File: src/rtl/bege_pkg.sv
// Shared types and codes for the breakpoint envelope generator.
// No dependencies; imported by breakpoint_envelope_generator and bege_interp.
`default_nettype none

package bege_pkg;

	// fixed field widths
	localparam int ACTION_W    = 2;
	localparam int ENTRY_W     = 4;
	localparam int SEG_COUNT_W = 4;
	localparam int CFG_IDX_W   = 1;
	localparam int CFG_DATA_W  = 4;

	// table size; entry_index and segment_count widths are sized for it
	localparam int MAX_SEGMENTS = 8;

	typedef enum logic [ACTION_W-1:0] {
		ACT_TICK     = 2'd0,
		ACT_LEVEL    = 2'd1,
		ACT_DURATION = 2'd2,
		ACT_TRIGGER  = 2'd3
	} bege_action_t;

	typedef enum logic [CFG_IDX_W-1:0] {
		REG_SEGMENT_COUNT = 1'b0,
		REG_LOOP_ENABLE   = 1'b1
	} bege_reg_t;

	typedef enum logic [3:0] {
		S_IDLE,
		S_TRIG,
		S_ADV,
		S_END,
		S_RD,
		S_RD2,
		S_RD3,
		S_WAIT,
		S_EMIT
	} bege_state_t;

	typedef enum logic [1:0] {
		IP_IDLE,
		IP_MUL,
		IP_DIV,
		IP_OUT
	} bege_ip_state_t;

endpackage

`default_nettype wire

File: src/rtl/breakpoint_envelope_generator.sv
// Breakpoint envelope generator top level: sequencer, segment state, tables.
// Depends on bege_pkg, bege_ram, bege_interp.
//
// Every input word returns exactly one output word. Level and duration tables
// sit in two RAMs written straight from the input word; segment position and the
// current level are registers. Table writes and ticks with no run active go
// straight to the output; a trigger reads the start level, a tick that ends or
// wraps a run reads the duration, then the final level. A tick inside a run does
// three table reads, one multiply, then the bit-serial divider producing one
// quotient bit per cycle; a zero-duration segment skips multiply and divider.
// The next word is taken once the result reaches the output register; it may
// still be waiting there.
`default_nettype none

module breakpoint_envelope_generator
	import bege_pkg::*;
#(
	parameter int LEVEL_BITS   = 16,
	parameter int TIME_BITS    = 16,
	localparam int IN_W  = ((ENTRY_W + LEVEL_BITS + TIME_BITS + 7) / 8) * 8,
	localparam int OUT_W = ((LEVEL_BITS + 7) / 8) * 8
) (
	input  wire logic                  clk,
	input  wire logic                  arst_n,
	input  wire logic                  cfg_we,
	input  wire logic [CFG_IDX_W-1:0]  cfg_index,
	input  wire logic [CFG_DATA_W-1:0] cfg_data,
	input  wire logic                  s_axis_tvalid,
	output logic                       s_axis_tready,
	// entry_index, level_data, duration_data, zero pad
	input  wire logic [IN_W-1:0]       s_axis_tdata,
	// action
	input  wire logic [ACTION_W-1:0]   s_axis_tuser,
	output logic                       m_axis_tvalid,
	input  wire logic                  m_axis_tready,
	// level_out, zero pad
	output logic [OUT_W-1:0]           m_axis_tdata,
	// running
	output logic                       m_axis_tuser,
	// finished
	output logic                       m_axis_tlast
);

	localparam int LB  = LEVEL_BITS;
	localparam int TB  = TIME_BITS;
	localparam int LAW = $clog2(MAX_SEGMENTS + 1);
	localparam int DAW = (MAX_SEGMENTS > 1) ? $clog2(MAX_SEGMENTS) : 1;

	bege_state_t state_q, state_d;

	logic [SEG_COUNT_W-1:0] seg_count_q;
	logic                   loop_q;
	logic [DAW-1:0]         seg_q;
	logic [TB:0]            elapsed_q;
	logic                   active_q;
	logic                   fin_q;
	logic signed [LB-1:0]   cur_q;
	logic signed [LB-1:0]   a_q;
	logic [TB-1:0]          d_q;

	logic                   m_valid_q;
	logic [LB-1:0]          out_level_q;
	logic                   out_run_q, out_fin_q;

	// input word fields
	logic [ENTRY_W-1:0]     entry_index;
	logic [LB-1:0]          level_data;
	logic [TB-1:0]          duration_data;
	bege_action_t           action;

	logic                   in_acc, out_fire;
	logic                   lvl_we, dur_we, lvl_re, dur_re;
	logic [LAW-1:0]         lvl_raddr, n_used;
	logic [LB-1:0]          lvl_rdata;
	logic [TB-1:0]          dur_rdata;
	logic [TB:0]            elapsed_inc;
	logic                   past_end, last_seg;
	logic                   ip_start, ip_done;
	logic signed [LB-1:0]   ip_result;

	assign entry_index   = s_axis_tdata[ENTRY_W-1:0];
	assign level_data    = s_axis_tdata[ENTRY_W +: LB];
	assign duration_data = s_axis_tdata[ENTRY_W + LB +: TB];
	assign action        = bege_action_t'(s_axis_tuser);

	assign s_axis_tready = (state_q == S_IDLE);
	assign in_acc        = s_axis_tvalid && s_axis_tready;
	assign out_fire      = (state_q == S_EMIT) && (!m_valid_q || m_axis_tready);

	always_comb begin
		if (seg_count_q == '0) begin
			n_used = LAW'(1);
		end else if (32'(seg_count_q) > MAX_SEGMENTS) begin
			n_used = LAW'(MAX_SEGMENTS);
		end else begin
			n_used = LAW'(seg_count_q);
		end
	end

	assign elapsed_inc = (&elapsed_q) ? elapsed_q : elapsed_q + (TB + 1)'(1);
	assign past_end    = elapsed_inc > {1'b0, dur_rdata};
	assign last_seg    = ({1'b0, LAW'(seg_q)} + (LAW + 1)'(1)) >= {1'b0, n_used};

	bege_ram #(
		.WIDTH (LB),
		.DEPTH (MAX_SEGMENTS + 1)
	) u_level_ram (
		.clk   (clk),
		.we    (lvl_we),
		.waddr (LAW'(entry_index)),
		.wdata (level_data),
		.re    (lvl_re),
		.raddr (lvl_raddr),
		.rdata (lvl_rdata)
	);

	bege_ram #(
		.WIDTH (TB),
		.DEPTH (MAX_SEGMENTS)
	) u_duration_ram (
		.clk   (clk),
		.we    (dur_we),
		.waddr (DAW'(entry_index)),
		.wdata (duration_data),
		.re    (dur_re),
		.raddr (seg_q),
		.rdata (dur_rdata)
	);

	bege_interp #(
		.LEVEL_BITS (LB),
		.TIME_BITS  (TB)
	) u_interp (
		.clk    (clk),
		.arst_n (arst_n),
		.start  (ip_start),
		.a      (a_q),
		.b      (lvl_rdata),
		.d      (d_q),
		.e      (elapsed_q),
		.done   (ip_done),
		.result (ip_result)
	);

	always_ff @(posedge clk or negedge arst_n) begin
		if (!arst_n) begin
			state_q <= S_IDLE;
		end else begin
			state_q <= state_d;
		end
	end

	always_comb begin
		state_d   = state_q;
		lvl_we    = 1'b0;
		dur_we    = 1'b0;
		lvl_re    = 1'b0;
		dur_re    = 1'b0;
		lvl_raddr = '0;
		ip_start  = 1'b0;
		case (state_q)
			S_IDLE: begin
				if (in_acc) begin
					case (action)
						ACT_LEVEL: begin
							lvl_we  = 32'(entry_index) <= MAX_SEGMENTS;
							state_d = S_EMIT;
						end
						ACT_DURATION: begin
							dur_we  = 32'(entry_index) < MAX_SEGMENTS;
							state_d = S_EMIT;
						end
						ACT_TRIGGER: begin
							lvl_re  = 1'b1;
							state_d = S_TRIG;
						end
						default: begin
							if (active_q) begin
								dur_re  = 1'b1;
								state_d = S_ADV;
							end else begin
								state_d = S_EMIT;
							end
						end
					endcase
				end
			end
			S_TRIG: state_d = S_EMIT;
			S_ADV: begin
				if (past_end && last_seg) begin
					lvl_re    = 1'b1;
					lvl_raddr = n_used;
					state_d   = S_END;
				end else begin
					state_d = S_RD;
				end
			end
			S_END: state_d = S_EMIT;
			S_RD: begin
				dur_re    = 1'b1;
				lvl_re    = 1'b1;
				lvl_raddr = LAW'(seg_q);
				state_d   = S_RD2;
			end
			S_RD2: begin
				lvl_re    = 1'b1;
				lvl_raddr = LAW'(seg_q) + LAW'(1);
				state_d   = S_RD3;
			end
			S_RD3: begin
				ip_start = 1'b1;
				state_d  = S_WAIT;
			end
			S_WAIT: begin
				if (ip_done) begin
					state_d = S_EMIT;
				end
			end
			S_EMIT: begin
				if (out_fire) begin
					state_d = S_IDLE;
				end
			end
			default: state_d = S_IDLE;
		endcase
	end

	always_ff @(posedge clk or negedge arst_n) begin
		if (!arst_n) begin
			seg_count_q <= SEG_COUNT_W'(1);
			loop_q      <= 1'b0;
		end else if (cfg_we) begin
			case (bege_reg_t'(cfg_index))
				REG_SEGMENT_COUNT: seg_count_q <= cfg_data;
				REG_LOOP_ENABLE:   loop_q      <= cfg_data[0];
				default: ;
			endcase
		end
	end

	always_ff @(posedge clk or negedge arst_n) begin
		if (!arst_n) begin
			seg_q     <= '0;
			elapsed_q <= '0;
			active_q  <= 1'b0;
			fin_q     <= 1'b0;
			cur_q     <= '0;
			m_valid_q <= 1'b0;
		end else begin
			if (out_fire) begin
				m_valid_q <= 1'b1;
			end else if (m_axis_tready) begin
				m_valid_q <= 1'b0;
			end
			case (state_q)
				S_TRIG: begin
					cur_q     <= lvl_rdata;
					active_q  <= 1'b1;
					seg_q     <= '0;
					elapsed_q <= '0;
				end
				S_ADV: begin
					if (!past_end) begin
						elapsed_q <= elapsed_inc;
					end else if (!last_seg) begin
						// carry the excess into the next segment
						elapsed_q <= elapsed_inc - {1'b0, dur_rdata};
						seg_q     <= seg_q + DAW'(1);
					end
				end
				S_END: begin
					cur_q     <= lvl_rdata;
					seg_q     <= '0;
					elapsed_q <= '0;
					if (!loop_q) begin
						active_q <= 1'b0;
						fin_q    <= 1'b1;
					end
				end
				S_WAIT: begin
					if (ip_done) begin
						cur_q <= ip_result;
					end
				end
				S_EMIT: begin
					if (out_fire) begin
						fin_q <= 1'b0;
					end
				end
				default: ;
			endcase
		end
	end

	always_ff @(posedge clk) begin
		if (state_q == S_RD2) begin
			a_q <= lvl_rdata;
			d_q <= dur_rdata;
		end
		if (out_fire) begin
			out_level_q <= cur_q;
			out_run_q   <= active_q;
			out_fin_q   <= fin_q;
		end
	end

	assign m_axis_tvalid = m_valid_q;
	assign m_axis_tdata  = OUT_W'(out_level_q);
	assign m_axis_tuser  = out_run_q;
	assign m_axis_tlast  = out_fin_q;

	a_fin_not_running: assert property (@(posedge clk) disable iff (!arst_n)
		m_axis_tvalid && m_axis_tlast |-> !m_axis_tuser)
		else $error("finished word shows running");

	a_one_word_at_a_time: assert property (@(posedge clk) disable iff (!arst_n)
		in_acc |=> !s_axis_tready)
		else $error("second word taken before result");

	a_idle_position_clear: assert property (@(posedge clk) disable iff (!arst_n)
		!active_q |-> (seg_q == '0) && (elapsed_q == '0))
		else $error("segment position set with no run");

	a_interp_done_in_wait: assert property (@(posedge clk) disable iff (!arst_n)
		ip_done |-> state_q == S_WAIT)
		else $error("interpolator finished outside wait state");

endmodule

`default_nettype wire

File: src/rtl/bege_ram.sv
// Generic simple dual-port RAM: one write port, one registered read port.
// No dependencies.
`default_nettype none

module bege_ram #(
	parameter int WIDTH = 16,
	parameter int DEPTH = 8,
	localparam int AW = (DEPTH > 1) ? $clog2(DEPTH) : 1
) (
	input  wire logic             clk,
	input  wire logic             we,
	input  wire logic [AW-1:0]    waddr,
	input  wire logic [WIDTH-1:0] wdata,
	input  wire logic             re,
	input  wire logic [AW-1:0]    raddr,
	output logic      [WIDTH-1:0] rdata
);

	logic [WIDTH-1:0] mem_q [DEPTH];

	always_ff @(posedge clk) begin
		if (we) begin
			mem_q[waddr] <= wdata;
		end
		if (re) begin
			rdata <= mem_q[raddr];
		end
	end

endmodule

`default_nettype wire

File: src/rtl/bege_interp.sv
// Segment interpolator: a +/- trunc(|b-a| * e / d), with e clamped to d.
// One multiply, then a restoring divider retiring one quotient bit per cycle.
// Depends on bege_pkg.
`default_nettype none

module bege_interp
	import bege_pkg::*;
#(
	parameter int LEVEL_BITS = 16,
	parameter int TIME_BITS  = 16
) (
	input  wire logic                         clk,
	input  wire logic                         arst_n,
	input  wire logic                         start,
	input  wire logic signed [LEVEL_BITS-1:0] a,
	input  wire logic signed [LEVEL_BITS-1:0] b,
	input  wire logic        [TIME_BITS-1:0]  d,
	input  wire logic        [TIME_BITS:0]    e,
	output logic                              done,
	output logic signed      [LEVEL_BITS-1:0] result
);

	localparam int LB    = LEVEL_BITS;
	localparam int TB    = TIME_BITS;
	localparam int CNT_W = $clog2(LB);

	bege_ip_state_t state_q, state_d;

	logic signed [LB-1:0]   a_q, b_q;
	logic        [TB-1:0]   d_q, e_q, rem_q;
	logic        [LB-1:0]   mag_q, quo_q;
	logic                   neg_q, zero_q;
	logic        [CNT_W-1:0] cnt_q;

	logic signed [LB:0]  diff;
	logic        [LB:0]  diff_abs;
	logic        [LB+TB-1:0] prod;
	logic        [TB:0]  trial;
	logic                fits;
	logic signed [LB:0]  sum;

	assign diff     = {b[LB-1], b} - {a[LB-1], a};
	assign diff_abs = diff[LB] ? -diff : diff;
	assign prod     = mag_q * e_q;
	assign trial    = {rem_q, quo_q[LB-1]};
	assign fits     = trial >= {1'b0, d_q};

	always_ff @(posedge clk or negedge arst_n) begin
		if (!arst_n) begin
			state_q <= IP_IDLE;
		end else begin
			state_q <= state_d;
		end
	end

	always_comb begin
		state_d = state_q;
		done    = 1'b0;
		case (state_q)
			IP_IDLE: begin
				if (start) begin
					state_d = (d == '0) ? IP_OUT : IP_MUL;
				end
			end
			IP_MUL: state_d = IP_DIV;
			IP_DIV: begin
				if (cnt_q == CNT_W'(LB - 1)) begin
					state_d = IP_OUT;
				end
			end
			IP_OUT: begin
				done    = 1'b1;
				state_d = IP_IDLE;
			end
			default: state_d = IP_IDLE;
		endcase
	end

	always_ff @(posedge clk) begin
		case (state_q)
			IP_IDLE: begin
				if (start) begin
					a_q    <= a;
					b_q    <= b;
					d_q    <= d;
					e_q    <= (e < {1'b0, d}) ? e[TB-1:0] : d;
					neg_q  <= diff[LB];
					mag_q  <= diff_abs[LB-1:0];
					zero_q <= (d == '0);
				end
			end
			IP_MUL: begin
				// product < d * 2^LB, so the high part already sits below d
				rem_q <= prod[LB+TB-1:LB];
				quo_q <= prod[LB-1:0];
				cnt_q <= '0;
			end
			IP_DIV: begin
				rem_q <= fits ? TB'(trial - {1'b0, d_q}) : trial[TB-1:0];
				quo_q <= {quo_q[LB-2:0], fits};
				cnt_q <= cnt_q + CNT_W'(1);
			end
			default: ;
		endcase
	end

	assign sum = neg_q ? ({a_q[LB-1], a_q} - {1'b0, quo_q})
	                   : ({a_q[LB-1], a_q} + {1'b0, quo_q});
	assign result = zero_q ? b_q : sum[LB-1:0];

endmodule

`default_nettype wire

File: config.mk
export PLATFORM = sky130hd
export DESIGN_NAME = breakpoint_envelope_generator
export DESIGN_NICKNAME = d
export VERILOG_FILES = /design/src/rtl/bege_pkg.sv /design/src/rtl/breakpoint_envelope_generator.sv /design/src/rtl/bege_ram.sv /design/src/rtl/bege_interp.sv
export SDC_FILE = /design/constraint.sdc
export NUM_CORES = 1
export LEC_CHECK = 0
export ABC_AREA = 1
export BUFFER_PORTS_ARGS = -buffer_cell sky130_fd_sc_hd__buf_2
export CAP_MARGIN = 20
export CORE_MARGIN = 2
export CORE_UTILIZATION = 41
export CTS_BUF_LIST = sky130_fd_sc_hd__clkbuf_4
export DETAILED_ROUTE_END_ITERATION = 6
export GPL_TIMING_DRIVEN = 1
export PLACE_DENSITY = 0.69
export SLEW_MARGIN = 40
export SYNTH_ARGS = -nofsm -noshare
export SYNTH_HDL_FRONTEND = slang
export SYNTH_HIERARCHICAL = 1
export SYNTH_SLANG_ARGS = --single-unit
File: constraint.sdc
create_clock -name clk -period 5.81 [get_ports clk]
set_input_delay 1.162 -clock clk [delete_from_list [all_inputs] [get_ports clk]]
set_output_delay 1.162 -clock clk [all_outputs]
set_load 0.02 [all_outputs]
==> results of run 1 <==
[cell usage in the layout (no fill, tap or decap), types with 7 or more instances in the layout]
master / Yosys / routed
nand4_1: 24 / 24
nand3_1: 296 / 288
a31oi_1: 19 / 19
buf_2: 33 / 67
dfrtp_1: 49 / 48
xnor2_1: 17 / 17
a21o_1: 11 / 11
or2_2: 14 / 14
edfxtp_1: 472 / 472
inv_2: 7 / 18
nor2_2: 6 / 15
o21bai_1: 9 / 7
nor2_4: 1 / 12
inv_1: 875 / 862
nor2_1: 225 / 205
nand3_2: 3 / 11
buf_12: 0 / 14
nand2_1: 1216 / 1198
ha_1: 199 / 188
a21oi_1: 111 / 99
clkinv_2: 0 / 14
o21ai_1: 9 / 20
fa_1: 198 / 192
a21oi_2: 0 / 8
nor3_1: 33 / 27
xor2_1: 49 / 49
nand3b_1: 12 / 12
clkbuf_4: 0 / 172
clkinv_1: 3 / 34
ha_4: 0 / 10
o21ai_0: 110 / 94
buf_4: 11 / 132
nand2_2: 20 / 38
[through the flow]
step / util, % / cells / total power, uW
after floorplan: - / 4177 / 8450
after global placement: 44.0 / 5395 / 9640
after detailed placement: 44.1 / 5395 / 9720
after CTS: 46.2 / 5629 / 12900
after global routing: 46.7 / 5639 / 13900
final: 46.7 / 5640 / 13000
[cell type report]
| type | instances | area share (%) |
|---|---|---|
| clock buffer | 172 | 3.19 |
| inverter | 886 | 8.23 |
| multi-input combinational | 2626 | 41.8 |
| sequential | 522 | 38.1 |
| clock inverter | 55 | 0.949 |
| tap | 1155 | 3.57 |
| timing repair buffer | 218 | 4.11 |
| antenna | 6 | 0.0371 |
[power by group through the flow]
stage                     combinational (uW)  clock (uW)  sequential, uW
after floorplan                         3370           0            5070
after global placement                  4460           0            5180
after detailed placement                4540           0            5170
after CTS                               4610        3170            5110
after global routing                    5410        3360            5160
final                                   4760        3090            5110
[what timing repair did]
action                                  in CTS  in global routing
hold buffers                                 0                  0
resized for setup                           31                 98
pin swaps                                    8                 33
endpoints found under the setup margin      15                 22
setup buffers                                7                  5
[routing by layer]
metal	vias up	wire length (um)
met5	-	46
met4	6	1690
met3	132	4860
met2	815	41100
met1	12827	35600
li1	13510	-
[path summary, 6_finish.rpt]
check | to
max reg2reg | u_interp/rem_q[12]
min | cur_q[7]
max in group asynchronous | elapsed_q[15]
max | u_interp/rem_q[12]
min reg2reg | u_interp/a_q[13]
min in group clk | m_axis_tvalid
[cells by family (layout without fill, tap and decap cells)]
family                     count (synthesis)  after routing  synth area share, %
muxes                                      2              2               0.0627
other                                      0              6                    0
adders and majority gates                397            397                 18.0
DFF                                      522            522                 43.0
buffers and inverters                   1029           1331                 11.3
AOI/OAI and AO/OA                        296            296                 4.58
and+or+nand+nor                         1864           1864                 21.5
xor gates and xnor gates                  67             67                 1.66
==> results by group, run 1 <==
Outcome
  • Outcome: complete, no violations

STA
  • Setup ws final: about 46 ps
  • Max_slew headroom: 46.8%
  • FMAX: 173 MHz
  • Slew Limit Fails: 0
  • Final hold viol count: 0
  • Slew @ Worst Pin: 798 ps
  • Fin crit share: 99.2%
  • Setup TNS: 0 ps
  • RSZ-0062 raised after global routing: true
  • Minimum clock period: 5760 ps
  • Hold_ws: 341 ps
  • Worst Skew: 81.4 ps
  • Final Setup Violations: 0

Worst setup path
  • Req. time, crit path: ~6500 ps
  • Cell family with the largest share of critical-path delay: adder cells
  • Worst Setup SP: u_interp/e_q[6]
  • Stages on worst setup path: 23
  • CP Class: reg2reg
  • R2R cell count: 23
  • Critical path's most frequent cell: fa_1
  • CP Max Fanout: 11
  • Slowest CP cell: fa_1
  • Crit-path cells: buf_12, nand2_1, inv_1, fa_1, inv_1, fa_1, inv_1, fa_1, fa_1, fa_1, inv_2, fa_1, inv_2, ha_4, buf_4, nand4_1, nor2_2, nor2_2, o21a_1, nand2_1, nand2_1, nand3_1, nand2_1
  • CP Launch Type: flop
  • Crit path DAT: 6410 ps
  • CP Capture Type: flop
  • Worst R2R Start: u_interp/e_q[6]
  • Critical Path Max Stage Delay: 570 ps
  • WP buf/inv: 7
  • Reg2Reg Setup Slack: 50 ps

Floorplanning
  • Die height: around 300 um
  • Die ar.: about 90000 sq um
  • Core Area: 86800 sq um
  • Rows: 108
  • I/O pin cnt: 72
  • Initial Util: between 40 and 50%
  • Die Wd: 300 um

CTS
  • Latest clock arrival within the worst-skew pair: 960 ps
  • Root Buffer: clkbuf_4
  • Clock Path Buffers: 3
  • Clk sink count: 522
  • Clock Pin Slew Worst Setup and Hold Paths: 80 ps
  • CTS tree: yes
  • Htree depth: 3
  • Total CTS buffers: 121

Cells and area
  • Filler Cell Count: 8233
  • Largest register FFs: 144
  • Layout cell share with drive strength beyond 1: 13.0%
  • Area growth syn-to-layout: 12.7%
  • Register area: 15400 sq um
  • Biggest regs: u_level_ram/mem_q: 144 flops, u_duration_ram/mem_q: 128 flops, elapsed_q: 17 flops
  • NumNets Final: 4824
  • Multi-input logic area: 16900 sq um
  • Largest Register: u_level_ram/mem_q
  • Final Cell Area: slightly above 40000 sq um

Power and ir drop
  • Sequential share of power: 39.4%
  • Comb power frac: a little under two fifths
  • Leak: 0.0199 uW
  • Switch share: 38.4%
  • VDD IR max: 0.243 mV
  • Net Sw Power: between 4000 and 5000 uW
  • Internal power: 7980 uW
  • Clk pwr share: 23.8%
  • Power per cell area: 320 nW/um^2

Logic synthesis
  • Most frequent cell after synthesis: nand2_1
  • Mapped Nets: 4626
  • Distinct cell type count after synthesis: 54
  • Post-synth top area share: 39.5%
  • EDFF count, synth: ~470
  • Synth Flop Type: edfxtp_1
  • Post-synthesis sequential area ratio: a little over two fifths
  • Register bit count reported by yosys: 522
  • Syn Inst Count: about 4200
  • Synthesized area per cell: between 8 and 9 sq um
  • Synth top cells by count: 1216 x nand2_1, 875 x inv_1, 472 x edfxtp_1, 296 x nand3_1, 225 x nor2_1
  • Synth top area cells: edfxtp_1 39%, nand2_1 13%, fa_1 11%, inv_1 9.1%, ha_1 6.9%
  • Syn. warnings: 6
  • Asr flop ratio synth: 9.58%
  • Area leader, netlist: edfxtp_1
  • Syn Std Cell Area: about 36000 sq um

GRT
  • Global route total overflow: 0
  • Global routing usage on met2: 32.1%
  • Total GRT Usage: 18.7%
  • Pin count of the biggest net entering global routing: 70
  • Initial antenna violation count: 5
  • GR peak layer: met2
  • Vias in the first global route: 27075
  • Met3 Use GR: between 2 and 3%
  • Met1 Track Usage GR: between 20% and 30%
  • First-pass GRT wire length: ~140000 um

Routing
  • Routed Antenna Nets: 0
  • Routed vias: roughly 27000
  • Vias per cell: 4.84
  • Routed len/inst: 14.8 um
  • Starting DRC count in detailed routing: 1911
  • Post-Route WL: around 83000 um
  • # DRC: 0
  • DR pass1 iterations: 6

Run
  • Max_cap viols: 0

Place
  • IO Port Bufs: 67
  • Gpl congestion: 0.916
  • Worst slack, placed: -106 ps
  • Dpl cell area: 38200 sq um
  • DP HPWL: 60300 um

Worst hold path
  • Hold Path Class: in2async
Note: power is estimated with default switching activity, not from simulation.
==> run 2: changes to the inputs <==
- REMOVE_ABC_BUFFERS: default -> 1
==> results by group, run 2 (same netlist as run 1, synthesis figures left out) <==
Worst hold path
  • Hold Path Class: in2async

STA
  • FMAX: 176 MHz
  • Final hold viol count: 0
  • Slew @ Worst Pin: 775 ps
  • Slew Limit Fails: 0
  • Hold_ws: 347 ps
  • RSZ-0062 raised after global routing: true
  • Minimum clock period: 5680 ps
  • Final Setup Violations: 0
  • Setup TNS: 0 ps
  • Max_slew headroom: 48.3%
  • Setup ws final: 130 ps
  • Fin crit share: 97.8%
  • Worst Skew: 90.1 ps

Routing
  • Routed len/inst: 15.5 um
  • DR pass1 iterations: 6
  • Starting DRC count in detailed routing: about 1800
  • Routed vias: 27450
  • Post-Route WL: between 80000 and 90000 um
  • Met1 WL: 37700 um
  • Max Used Layer: met5
  • Vias per cell: 4.84
  • # DRC: 0
  • Routed Antenna Nets: 0
  • Met3 wire length: 5030 um
  • Met2 Wirelength: roughly 43000 um

CTS
  • Clock Path Buffers: 3
  • Latest clock arrival within the worst-skew pair: 970 ps
  • Post-cts hold buffer count: 0
  • Total CTS buffers: 140
  • CTS tree: yes
  • Root Buffer: clkbuf_4
  • Clock Pin Slew Worst Setup and Hold Paths: ~60 ps
  • Clk sink count: 522
  • Htree depth: 4

Run
  • Max_cap viols: 0

Cells and area
  • Commonest non-fill, non-tap cell in the layout: nand2_1
  • Biggest regs: u_level_ram/mem_q: 144 flops, u_duration_ram/mem_q: 128 flops, elapsed_q: 17 flops
  • NumNets Final: 4849
  • Most frequent cells in the layout: 1199 x nand2_1, 867 x inv_1, 472 x edfxtp_1
  • Layout cell share with drive strength beyond 1: between 10 and 15%
  • Largest Register: u_level_ram/mem_q
  • Finished Layout Cells: 5672
  • Area growth syn-to-layout: 13.6%
  • Final Cell Area: ~41000 sq um
  • Largest register FFs: approximately 140

Floorplanning
  • Initial Util: 41.4%
  • Die height: 300 um
  • Core Area: 86800 sq um
  • Rows: between 100 and 150
  • Die Wd: 300 um
  • I/O pin cnt: 72
  • Die ar.: 90000 sq um

Worst setup path
  • R2R cell count: 23
  • CP Class: reg2reg
  • Worst R2R Start: u_interp/e_q[6]
  • CP Capture Type: flop
  • R2R Path End: u_interp/rem_q[12]
  • Crit path DAT: 6390 ps
  • CP Launch Type: flop
  • CP Max Fanout: 7
  • Reg2Reg Setup Slack: 130 ps
  • Req. time, crit path: 6520 ps

Place
  • Dpl cell area: roughly 38000 sq um
  • Gpl congestion: approximately 0.94
  • IO Port Bufs: 67
  • Placed cells: 5395
  • DP HPWL: 63600 um
  • Worst slack, placed: -213 ps

GRT
  • Initial antenna violation count: 8
  • Global route total overflow: 0
  • Pin count of the biggest net entering global routing: 70
  • First-pass GRT wire length: between 100000 and 150000 um
  • Total GRT Usage: 19.6%
  • Vias in the first global route: between 20000 and 30000

Power and ir drop
  • Power per cell area: 326 nW/um^2
  • VDD IR max: 0.313 mV
  • Leak: 0.0200 uW

Outcome
  • Outcome: complete, no violations
## run 2: metrics by stage
stage / total power, uW / utilization (%)
after detailed placement: 9900 / 44.1
after CTS: 13200 / 46.3
final: 13300 / 47.0
after floorplan: 8360 / -
after global placement: 9810 / 44.0
after global routing: 14300 / 47.0
## run 2: cell type report
class / count / area [sq um]
antenna: 3 / 7.51
clock buffer: 199 / 1490
clock inverter: 57 / 350
fill: 8273 / 45900
inverter: 886 / 3330
multi-input combinational: 2626 / 17000
sequential: 522 / 15400
tap: 1155 / 1450
timing repair buffer: 224 / 1760
## run 2: worst max-delay path, cell delays in order, from the launching register on
cell	delay, ps
edfxtp_1	450
buf_12	180
nand2_1	60
inv_1	50
fa_1	530
inv_1	50
fa_1	530
inv_1	50
fa_1	530
fa_1	450
fa_1	550
inv_1	50
fa_1	520
inv_1	80
ha_4	280
buf_4	140
nand4_1	220
nor2_2	180
nor2_2	70
o21a_1	190
nand2_1	60
nand2_1	50
nand3_1	100
nand2_1	60
## run 2: how the worst max path moves through the flow
stage | startpoint | end | depth (start not counted)
after floorplan | state_q[3] | u_level_ram/rdata[12] | 14
after global placement | u_interp/mag_q[9] | u_interp/rem_q[3] | 22
after detailed placement | u_interp/mag_q[9] | u_interp/rem_q[3] | 22
after CTS | u_interp/mag_q[4] | u_interp/quo_q[11] | 21
after global routing | u_interp/e_q[6] | u_interp/quo_q[12] | 23
final | u_interp/e_q[6] | u_interp/rem_q[12] | 23
## run 2: power by group
part | switching [uW] | total (uW) | internal, uW
combinational | 3170 | 4880 | 1710
clock | 1570 | 3240 | 1670
sequential | 444 | 5180 | 4740
## run 2: timing repair
item / CTS / global route
resized for setup: 15 / 120
endpoints found under the setup margin: 12 / 22
pin swaps: 1 / 58
gates cloned: 0 / 2
setup buffers: 1 / 15
## run 2: per-layer routing
layer	track usage, %	vias to the layer above
li1	-	13591
met1	25.8	12947
met2	33.1	759
met3	3.01	145
met4	6.25	8
met5	0	-
